$ cat config.mk
export PLATFORM = sky130hd
export DESIGN_NAME = partitioned_core_fit_allocator_core
export DESIGN_NICKNAME = d
export VERILOG_FILES = /design/src/rtl/pcfa_pkg.sv /design/src/rtl/pcfa_fit_select.sv /design/src/rtl/partitioned_core_fit_allocator_core.sv
export SDC_FILE = /design/constraint.sdc
export NUM_CORES = 1
export LEC_CHECK = 0
export BUFFER_PORTS_ARGS = -buffer_cell sky130_fd_sc_hd__buf_2
export CAP_MARGIN = 20
export CORE_UTILIZATION = 61
export CTS_CLUSTER_SIZE = 16
export DETAILED_ROUTE_END_ITERATION = 8
export GPL_TIMING_DRIVEN = 1
export HOLD_SLACK_MARGIN = 0.02
export PLACE_DENSITY_LB_ADDON = 0.08
export SETUP_SLACK_MARGIN = 0.2
export SLEW_MARGIN = 5
export SYNTH_ARGS = -nofsm -noshare
export SYNTH_HDL_FRONTEND = slang
export SYNTH_SLANG_ARGS = --single-unit
$ cat constraint.sdc
create_clock -name clk -period 17.35 [get_ports clk]
set_input_delay 3.47 -clock clk [delete_from_list [all_inputs] [get_ports clk]]
set_output_delay 3.47 -clock clk [all_outputs]
set_load 0.1 [all_outputs]
$ cat src/rtl/pcfa_pkg.sv
`timescale 1ns / 1ps
`default_nettype none
// ----------------------------------------------------------------------------
// pcfa_pkg
// Shared widths, reset values and codes of the partitioned core fit allocator.
// ----------------------------------------------------------------------------
package pcfa_pkg;

    localparam int NUM_CORES_DEF = 4;
    localparam int MAX_TASKS_DEF = 256;

    localparam int LOAD_W    = 16;
    localparam int ID_W      = 8;
    localparam int MODE_W    = 2;
    localparam int CFG_IDX_W = 1;
    localparam int CFG_DAT_W = 16;

    localparam logic [LOAD_W-1:0] CAPACITY_RESET = LOAD_W'(2000);

    typedef enum logic [MODE_W-1:0] {
        FIT_FIRST = 2'd0,
        FIT_BEST  = 2'd1,
        FIT_WORST = 2'd2
    } fit_mode_t;

    typedef enum logic {
        OP_PLACE = 1'b0,
        OP_CLEAR = 1'b1
    } op_t;

    typedef enum logic [CFG_IDX_W-1:0] {
        CFG_FIT_MODE      = 1'b0,
        CFG_CORE_CAPACITY = 1'b1
    } cfg_index_t;

endpackage : pcfa_pkg
`default_nettype wire

$ cat src/rtl/pcfa_fit_select.sv
`timescale 1ns / 1ps
`default_nettype none
// ----------------------------------------------------------------------------
// pcfa_fit_select
// Per-core fit checks and a pairwise select tree that picks the core for a
// task under first-fit, best-fit or worst-fit; ties go to the lower index.
// ----------------------------------------------------------------------------
module pcfa_fit_select #(
    parameter int NUM_CORES = pcfa_pkg::NUM_CORES_DEF,
    parameter int MAX_TASKS = pcfa_pkg::MAX_TASKS_DEF,
    localparam int CORE_W   = $clog2(NUM_CORES),
    localparam int CNT_W    = $clog2(MAX_TASKS + 1)
) (
    input  wire logic [pcfa_pkg::LOAD_W-1:0] core_load [NUM_CORES],
    input  wire logic [CNT_W-1:0]            core_count [NUM_CORES],
    input  wire logic [pcfa_pkg::LOAD_W-1:0] demand,
    input  wire logic [pcfa_pkg::LOAD_W-1:0] capacity,
    input  wire logic [pcfa_pkg::MODE_W-1:0] fit_mode,
    output logic                             found,
    output logic [CORE_W-1:0]                pick
);
    import pcfa_pkg::*;

    localparam int LEAVES = 1 << CORE_W;

    logic              cand_v  [CORE_W+1][LEAVES];
    logic [LOAD_W-1:0] cand_ld [CORE_W+1][LEAVES];
    logic [CORE_W-1:0] cand_ix [CORE_W+1][LEAVES];

    always_comb
    begin
        logic take_hi;
        for (int i = 0; i < LEAVES; i++)
        begin
            if (i < NUM_CORES)
            begin
                cand_v[0][i]  = (core_count[i] < CNT_W'(MAX_TASKS)) &&
                                (({1'b0, core_load[i]} + {1'b0, demand}) <=
                                 {1'b0, capacity});
                cand_ld[0][i] = core_load[i];
            end
            else
            begin
                cand_v[0][i]  = 1'b0;
                cand_ld[0][i] = '0;
            end
            cand_ix[0][i] = CORE_W'(i);
        end
        for (int l = 1; l <= CORE_W; l++)
        begin
            for (int i = 0; i < LEAVES; i++)
            begin
                if (i < (LEAVES >> l))
                begin
                    // left entry always holds the lower core indices
                    if (!cand_v[l-1][2*i])
                        take_hi = 1'b1;
                    else if (!cand_v[l-1][2*i+1])
                        take_hi = 1'b0;
                    else if (fit_mode == FIT_BEST)
                        take_hi = cand_ld[l-1][2*i+1] > cand_ld[l-1][2*i];
                    else if (fit_mode == FIT_WORST)
                        take_hi = cand_ld[l-1][2*i+1] < cand_ld[l-1][2*i];
                    else
                        take_hi = 1'b0;
                    cand_v[l][i]  = take_hi ? cand_v[l-1][2*i+1]  : cand_v[l-1][2*i];
                    cand_ld[l][i] = take_hi ? cand_ld[l-1][2*i+1] : cand_ld[l-1][2*i];
                    cand_ix[l][i] = take_hi ? cand_ix[l-1][2*i+1] : cand_ix[l-1][2*i];
                end
                else
                begin
                    cand_v[l][i]  = 1'b0;
                    cand_ld[l][i] = '0;
                    cand_ix[l][i] = '0;
                end
            end
        end
    end

    assign found = cand_v[CORE_W][0];
    assign pick  = cand_ix[CORE_W][0];

endmodule : pcfa_fit_select
`default_nettype wire

$ cat src/rtl/partitioned_core_fit_allocator_core.sv
`timescale 1ns / 1ps
`default_nettype none
// ----------------------------------------------------------------------------
// partitioned_core_fit_allocator_core
// Places each task on one of NUM_CORES cores by first/best/worst fit and
// keeps per-core load and task count; a clear op empties every core.
//
//  channel  | handshake              | payload
//  ---------+------------------------+-------------------------------------
//  in       | in_valid / in_stall    | op, task_id, demand
//  out      | out_valid / out_stall  | echo_id, accepted, chosen_core,
//           |                        | load_after, tasks_on_core
//  cfg      | cfg_valid / cfg_ready  | cfg_index, cfg_data
//
// One item per cycle while in_stall is low; the result is registered on transfer.
// Fit checks and the select tree run in the accept cycle, and the chosen
// core's load and count are written back at that same edge.
// A two-entry output buffer (result register plus skid) keeps input flowing
// while out_stall is high for one cycle; in_stall rises only when both hold.
// Reset clears loads, counts, fit_mode to first-fit and capacity to 2000.
// ----------------------------------------------------------------------------
module partitioned_core_fit_allocator_core #(
    parameter int NUM_CORES = pcfa_pkg::NUM_CORES_DEF,
    parameter int MAX_TASKS = pcfa_pkg::MAX_TASKS_DEF,
    localparam int CORE_W   = $clog2(NUM_CORES),
    localparam int CNT_W    = $clog2(MAX_TASKS + 1)
) (
    input  wire logic                           clk,
    input  wire logic                           rst_n,

    input  wire logic                           cfg_valid,
    output logic                                cfg_ready,
    input  wire logic [pcfa_pkg::CFG_IDX_W-1:0] cfg_index,
    input  wire logic [pcfa_pkg::CFG_DAT_W-1:0] cfg_data,

    input  wire logic                           in_valid,
    output logic                                in_stall,
    input  wire logic                           op,
    input  wire logic [pcfa_pkg::ID_W-1:0]      task_id,
    input  wire logic [pcfa_pkg::LOAD_W-1:0]    demand,

    output logic                                out_valid,
    input  wire logic                           out_stall,
    output logic [pcfa_pkg::ID_W-1:0]           echo_id,
    output logic                                accepted,
    output logic [CORE_W-1:0]                   chosen_core,
    output logic [pcfa_pkg::LOAD_W-1:0]         load_after,
    output logic [CNT_W-1:0]                    tasks_on_core
);
    import pcfa_pkg::*;

    typedef struct packed {
        logic [ID_W-1:0]   id;
        logic              acc;
        logic [CORE_W-1:0] core;
        logic [LOAD_W-1:0] load;
        logic [CNT_W-1:0]  cnt;
    } result_t;

    logic [MODE_W-1:0] fit_mode_reg;
    logic [LOAD_W-1:0] capacity_reg;
    logic [LOAD_W-1:0] core_load_reg  [NUM_CORES];
    logic [CNT_W-1:0]  core_count_reg [NUM_CORES];
    logic [LOAD_W-1:0] core_load_next  [NUM_CORES];
    logic [CNT_W-1:0]  core_count_next [NUM_CORES];

    logic              out_valid_reg, skid_valid_reg;
    result_t           out_reg, skid_reg, res_next;

    logic              found;
    logic [CORE_W-1:0] pick;
    logic              in_xfer, out_xfer, cfg_xfer, place_ok, all_empty;
    logic [LOAD_W-1:0] new_load;
    logic [CNT_W-1:0]  new_count;

    assign cfg_ready = 1'b1;
    assign cfg_xfer  = cfg_valid && cfg_ready;
    assign in_stall  = skid_valid_reg;
    assign in_xfer   = in_valid && !in_stall;
    assign out_xfer  = out_valid_reg && !out_stall;

    pcfa_fit_select #(
        .NUM_CORES (NUM_CORES),
        .MAX_TASKS (MAX_TASKS)
    ) u_select (
        .core_load  (core_load_reg),
        .core_count (core_count_reg),
        .demand     (demand),
        .capacity   (capacity_reg),
        .fit_mode   (fit_mode_reg),
        .found      (found),
        .pick       (pick)
    );

    assign place_ok  = (op == OP_PLACE) && found;
    assign new_load  = core_load_reg[pick] + demand;
    assign new_count = core_count_reg[pick] + CNT_W'(1);

    always_comb
    begin
        res_next.id   = task_id;
        res_next.acc  = place_ok;
        res_next.core = place_ok ? pick : '0;
        res_next.load = place_ok ? new_load : '0;
        res_next.cnt  = place_ok ? new_count : '0;
        for (int i = 0; i < NUM_CORES; i++)
        begin
            core_load_next[i]  = core_load_reg[i];
            core_count_next[i] = core_count_reg[i];
            if (op == OP_CLEAR)
            begin
                core_load_next[i]  = '0;
                core_count_next[i] = '0;
            end
            else if (place_ok && (pick == CORE_W'(i)))
            begin
                core_load_next[i]  = new_load;
                core_count_next[i] = new_count;
            end
        end
    end

    always_ff @(posedge clk or negedge rst_n)
    begin
        if (!rst_n)
        begin
            fit_mode_reg   <= FIT_FIRST;
            capacity_reg   <= CAPACITY_RESET;
            out_valid_reg  <= 1'b0;
            skid_valid_reg <= 1'b0;
            for (int i = 0; i < NUM_CORES; i++)
            begin
                core_load_reg[i]  <= '0;
                core_count_reg[i] <= '0;
            end
        end
        else
        begin
            if (cfg_xfer)
            begin
                unique case (cfg_index)
                    CFG_FIT_MODE:      fit_mode_reg <= cfg_data[MODE_W-1:0];
                    CFG_CORE_CAPACITY: capacity_reg <= cfg_data[LOAD_W-1:0];
                    default:           ;
                endcase
            end
            if (in_xfer)
            begin
                for (int i = 0; i < NUM_CORES; i++)
                begin
                    core_load_reg[i]  <= core_load_next[i];
                    core_count_reg[i] <= core_count_next[i];
                end
            end
            if (skid_valid_reg)
            begin
                if (out_xfer)
                    skid_valid_reg <= 1'b0;
            end
            else if (in_xfer)
            begin
                out_valid_reg <= 1'b1;
                if (out_valid_reg && !out_xfer)
                    skid_valid_reg <= 1'b1;
            end
            else if (out_xfer)
            begin
                out_valid_reg <= 1'b0;
            end
        end
    end

    always_ff @(posedge clk)
    begin
        if (skid_valid_reg)
        begin
            if (out_xfer)
                out_reg <= skid_reg;
        end
        else if (in_xfer)
        begin
            if (!out_valid_reg || out_xfer)
                out_reg <= res_next;
            else
                skid_reg <= res_next;
        end
    end

    assign out_valid     = out_valid_reg;
    assign echo_id       = out_reg.id;
    assign accepted      = out_reg.acc;
    assign chosen_core   = out_reg.core;
    assign load_after    = out_reg.load;
    assign tasks_on_core = out_reg.cnt;

    always_comb
    begin
        all_empty = 1'b1;
        for (int i = 0; i < NUM_CORES; i++)
            if (core_load_reg[i] != '0 || core_count_reg[i] != '0)
                all_empty = 1'b0;
    end

    a_skid_needs_out: assert property (@(posedge clk) disable iff (!rst_n)
        skid_valid_reg |-> out_valid_reg)
        else $error("skid entry held without a result in the output register");

    a_clear_empties: assert property (@(posedge clk) disable iff (!rst_n)
        (in_xfer && op == OP_CLEAR) |=> all_empty)
        else $error("clear left a core with load or tasks");

    a_reject_zero: assert property (@(posedge clk) disable iff (!rst_n)
        (out_valid_reg && !out_reg.acc) |->
            (out_reg.core == '0 && out_reg.load == '0 && out_reg.cnt == '0))
        else $error("rejected result carries nonzero placement fields");

    a_accept_counts: assert property (@(posedge clk) disable iff (!rst_n)
        (out_valid_reg && out_reg.acc) |-> (out_reg.cnt != '0))
        else $error("placed task reports an empty core");

endmodule : partitioned_core_fit_allocator_core
`default_nettype wire
==> results of run 1 <==
stage by stage:
stage / std cells / area, um2 / util / hold slack, ns / worst slack [ns]
floorplan: 1612 / 14910 / - / 0.4425 / 5.125
global placement: 1974 / 15570 / 0.6557 / 0.4580 / 3.910
detailed placement: 1974 / 15570 / 0.6557 / 0.4689 / 3.558
CTS: 2006 / 16170 / 0.6808 / 0.4916 / 3.955
global route: 2007 / 16190 / 0.6817 / 0.5259 / 2.934
finish: 2007 / 16190 / 0.6817 / 0.4919 / 3.690
logic make-up (layout without fill, tap and decap cells):
family	count (synthesis)	count (layout)	synth area share
AO/OA/AOI/OAI	422	422	0.1807
AND/OR/NAND/NOR	464	464	0.1458
other	1	1	0.0002514
XOR/XNOR	69	69	0.04052
buffers and inverters	175	251	0.05076
adder cells (fa/ha/maj)	202	202	0.1720
flip-flops	192	192	0.3468
multiplexers	87	87	0.06317
layer usage:
layer	track usage	routed length, um
met1	0.4995	19290
met2	0.5368	18720
met3	0.05934	3108
met4	0.1264	1356
met5	0	0
area by class of cell:
class | count | area share
flip-flops and latches | 192 | 0.3195
well taps | 319 | 0.02465
clock inverters | 14 | 0.01035
multi-input cells | 1245 | 0.5578
clock buffers | 18 | 0.02650
repair buffers | 97 | 0.03292
inverters | 122 | 0.02828
worst max-delay path: cells and delay by family:
kind	cells	cell delay [ns]
AOI/OAI and AO/OA	25	6.59
xor gates and xnor gates	1	0.09
adders and majority gates	4	1.40
buffers and inverters	2	0.28
muxes	1	0.28
and+or+nand+nor	9	1.81
cells in the final DEF (no fill, tap or decap), types with 16 or more instances in the layout:
cell | Yosys | routed
ha_1 | 197 | 197
nand2_1 | 164 | 164
inv_1 | 121 | 121
a21oi_1 | 122 | 120
o21ai_0 | 115 | 115
nor2_1 | 113 | 113
dfrtp_1 | 114 | 113
buf_2 | 7 | 83
edfxtp_1 | 72 | 72
mux2_2 | 54 | 54
nand3_1 | 53 | 53
xnor2_1 | 48 | 48
a21o_1 | 32 | 32
mux2i_1 | 32 | 32
nor3_1 | 26 | 26
nand4_1 | 26 | 26
o31ai_1 | 23 | 23
xor2_1 | 21 | 21
clkbuf_16 | 0 | 17
nor2b_1 | 17 | 16
worst paths after layout:
| kind | slack (ns) | startpoint | endpoint |
|---|---|---|---|
| worst max-delay path | 3.69 | demand[1] | core_load_reg[14] |
| max in group asynchronous | 12.85 | rst_n | core_load_reg[5] |
| worst max register to register | 6.47 | core_load_reg[17] | core_load_reg[14] |
| min in group asynchronous | 3.06 | rst_n | capacity_reg[13] |
| worst min-delay path | 0.49 | core_count_reg[25] | core_count_reg[25] |
| worst min register to register | 0.49 | core_count_reg[25] | core_count_reg[25] |
==> reports/qor.yml, run 1 <==
worst_hold_path:
  hold_depth: 2
  hold_class: "reg2reg"
worst_setup_path:
  cp.arrival_ns: 13.98
  r2r_cells: 41
  crit_fanout: 25
  slowest_delay_ns: 0.84
  crit_type: "in2reg"
  crit_required_ns: 17.67
  crit_path_end_kind: "register"
  crit_path_top_delay_cell: "a21oi_2"
  start_kind: "primary input"
route:
  drtIter0Drc: 1169
  num_vias: 12720
  viasPerCell: 6.336
  wl_per_cell_um: 21.16
  antenna_left: 0
  first_pass_iters: 5
  drc: 0
  routed_wl_um: 42470
sta:
  finalCritPeriodShare: 0.7873
  finalSetupTns_ns: 0
  slew_headroom: 0.2811
  tightest_slew_ns: 1.067
  final_hold_viol_count: 0
  maxSlewViolCount: 0
  setup_viol: 0
  rsz0062_at_grt: "false"
  fmax_mhz: 73.21
  finalCriticalPeriod_ns: 13.66
  finClkSkew_ns: 0.01657
floorplan:
  core_area_mm2: 0.02375
  die_area_mm2: 0.02508
  dieWidth_um: 158.4
  num_io_pins: 86
  core.rowCount: 56
  die_y_um: 158.4
  start_util: 0.6279
yosys:
  yosys_warnings: 0
  ys_types: 83
  synth-seq-area-share: 0.3468
  synth.avg_cell_area_um2: 9.252
  ys_async_sr_fraction: 0.6250
  yosys_register_bits: 192
  syn_area_mm2: 0.01491
  yosys-top-cells-area: "dfrtp_1 (19%), ha_1 (17%), edfxtp_1 (14%)"
  synth_fp_nets: 1861
  yosysTopAreaCellShare: 0.1913
  post-synth-top-count-cell: "ha_1"
  synth.largest_area_cell: "dfrtp_1"
  synth_edf_count: 72
  synth_cells: 1612
  synthFlopType: "dfrtp_1"
  synth_common_cells: "ha_1 (197), nand2_1 (164), a21oi_1 (122)"
cts:
  cts_tree: "done"
  root_buffer: "clkbuf_16"
  cts_hold_buf: 0
  cts_sinks: 192
  insertion_delay_ns: 0.44
  cts_buffer_depth: 2
  htreeDepth: 4
  clk_pin_slew_worst_paths_ns: 0.08
  cts_resized: 0
  postCtsSetupBuffers: 0
  cts_buffers: 17
cells_and_area:
  area_delta_synth_final_pct: 8.566
  largest_reg_flops: 64
  antenna_cells: 0
  multiInputGateArea_mm2: 0.009031
  nets: 1924
  fill_cells: 1982
  seq_area_mm2: 0.005174
  drive_gt1_frac: 0.1321
placed_design:
  gp_congestion: 0.9274
  dpl.hpwl_um: 31880
  port_buffers: 84
grt:
  grt_max_degree: 70
  antenna_found_initial: 0
  grt.total_usage: 0.3513
  grt_pass1_vias: 11960
  grt_pass1_wl_um: 65830
  overflow: 0
job:
  drv_cap: 0
status:
  outcome: "completed"
Power of run 1 is not shown: default switching activity piles up to over one toggle a cycle in this logic, so the estimate is an artifact.
==> run 2, diff against run 1 <==
Clock period 17.35 ns to 14 ns, I/O delays scaled along.
==> reports/qor.yml, run 2 (synthesis results as in run 1) <==
status:
  outcome: "completed"
worst_setup_path:
  crit_path_top_delay_cell: "o221ai_4"
  crit_type: "in2reg"
  crit_required_ns: 14.17  # -3.50 ns
  crit_path_end_kind: "register"
  slowest_delay_ns: 0.71  # -0.13 ns
  cp.arrival_ns: 13.14  # -0.84 ns
  crit_fanout: 46  # +84%
  start_kind: "primary input"
  path_common_cell: "a21oi_1"
sta:
  rsz0062_at_grt: "false"
  slew_headroom: 0.2949  # +0.01378
  finalSetupTns_ns: 0  # unchanged
  finalCritPeriodShare: 0.9259
  setup_viol: 0  # unchanged
  maxSlewViolCount: 0  # unchanged
  final_hold_viol_count: 0  # unchanged
  finalCriticalPeriod_ns: 12.96
  tightest_slew_ns: 1.054  # -0.01279 ns
  finClkSkew_ns: 0.02014  # +0.003567 ns
  fmax_mhz: 77.15
floorplan:
  num_io_pins: 86  # unchanged
  core_area_mm2: 0.02375  # unchanged
  dieWidth_um: 158.4  # unchanged
  core.rowCount: 56  # unchanged
  start_util: 0.6279  # unchanged
  die_y_um: 158.4  # unchanged
  die_area_mm2: 0.02508  # unchanged
cts:
  cts_sinks: 192  # unchanged
  cts_buffers: 17  # unchanged
  clk_pin_slew_worst_paths_ns: 0.08  # about the same
  insertion_delay_ns: 0.45  # about the same
  cts_hold_buf: 0  # unchanged
  cts_tree: "done"
  htreeDepth: 4  # unchanged
  root_buffer: "clkbuf_16"
  cts_buffer_depth: 2  # unchanged
worst_hold_path:
  hold_class: "reg2reg"
placed_design:
  gp_congestion: 0.9817  # +5.9%
  port_buffers: 84  # unchanged
  dpl.hpwl_um: 32660  # +2.4%
  place_area_mm2: 0.01560  # +0.18%
cells_and_area:
  final_cell_mix: "ha_1 (197), nand2_1 (164), inv_1 (121)"
  layout_commonest_cell: "ha_1"
  fill_cells: 1935  # -2.4%
  largest_reg_flops: 64  # unchanged
  nets: 1925  # +0.052%
  area_delta_synth_final_pct: 8.624  # about the same
  antenna_cells: 0  # unchanged
  drive_gt1_frac: 0.1332  # +0.001106
  fin_area_mm2: 0.01620  # about the same
route:
  wl_per_cell_um: 21.44  # +1.3%
  first_pass_iters: 5  # unchanged
  viasPerCell: 6.243  # -1.5%
  drc: 0  # unchanged
  drtIter0Drc: 1163  # -0.51%
  num_vias: 12540  # -1.4%
  routed_wl_um: 43060  # +1.4%
  antenna_left: 0  # unchanged
grt:
  grt_pass1_wl_um: 66360  # +0.81%
  antenna_found_initial: 0  # unchanged
  grt_pass1_vias: 11770  # -1.6%
  grt_max_degree: 70  # unchanged
  overflow: 0  # unchanged
  grt.total_usage: 0.3556  # +0.004270
job:
  drv_cap: 0  # unchanged
run 2: cell count changes in the layout (fill, tap and decap cells not counted):
cell,delta
clkinv_4,-2
buf_4,+1
clkinv_8,-1
a21o_2,+1
inv_6,+3
a21oi_4,+1
a21o_1,-1
a21oi_2,-1
run 2: layer usage:
| layer | up-vias | GRT usage | share of wire |
|---|---|---|---|
| met2 | 484 | 0.5386 | 0.43 |
| li1 | 5966 | - | - |
| met3 | 89 | 0.05607 | 0.069 |
| met5 | - | 0 | 0 |
| met4 | 0 | 0.1250 | 0.031 |
| met1 | 5997 | 0.5134 | 0.46 |
run 2: layout make-up:
cell class	instances	area, um2	area share
repair buffers	98	540.5	0.03336
flip-flops and latches	192	5174	0.3194
clock buffers	18	429.2	0.02649
multi-input cells	1245	9040	0.5580
inverters	122	457.9	0.02827
well taps	319	399.1	0.02464
clock inverters	14	160.2	0.009886
run 2: worst paths after layout:
kind                                     from                  to  slack (ns)  depth (start not counted)
setup / recovery                    demand[1]      load_after[15]        1.04                         42
setup reg to reg            core_load_reg[33]      load_after[15]        3.11                         41
max in group asynchronous               rst_n   core_count_reg[0]       10.16                          2
hold / removal             core_count_reg[25]  core_count_reg[25]        0.50                          2
min in group asynchronous               rst_n   core_load_reg[56]        2.39                          1
hold reg to reg            core_count_reg[25]  core_count_reg[25]        0.50                          2
run 2: metrics by stage:
step | util | hold slack [ns] | worst slack, ns | instances
after detailed placement | 0.6569 | 0.4775 | 0.8429 | 1976
after floorplan | - | 0.4425 | 2.445 | 1612
after global routing | 0.6820 | 0.5281 | 0.2184 | 2008
final | 0.6820 | 0.4959 | 1.038 | 2008
after CTS | 0.6817 | 0.4989 | 1.252 | 2008
after global placement | 0.6560 | 0.4574 | 1.149 | 1975
run 2: worst max-delay path, delay by kind of cell:
kind	cells	cell delay (ns)
xor gates and xnor gates	3	0.70
muxes	1	0.28
and+or+nand+nor	11	1.99
buffers and inverters	2	0.62
adders and majority gates	4	1.29
AOI/OAI and AO/OA	21	5.44
run 2: what timing repair did:
item	CTS	global route
hold endpoints to repair	0	0
setup buffers	0	0
setup endpoints to repair	0	6
gates resized for setup	0	2
Power of run 2 is left out for the same reason.
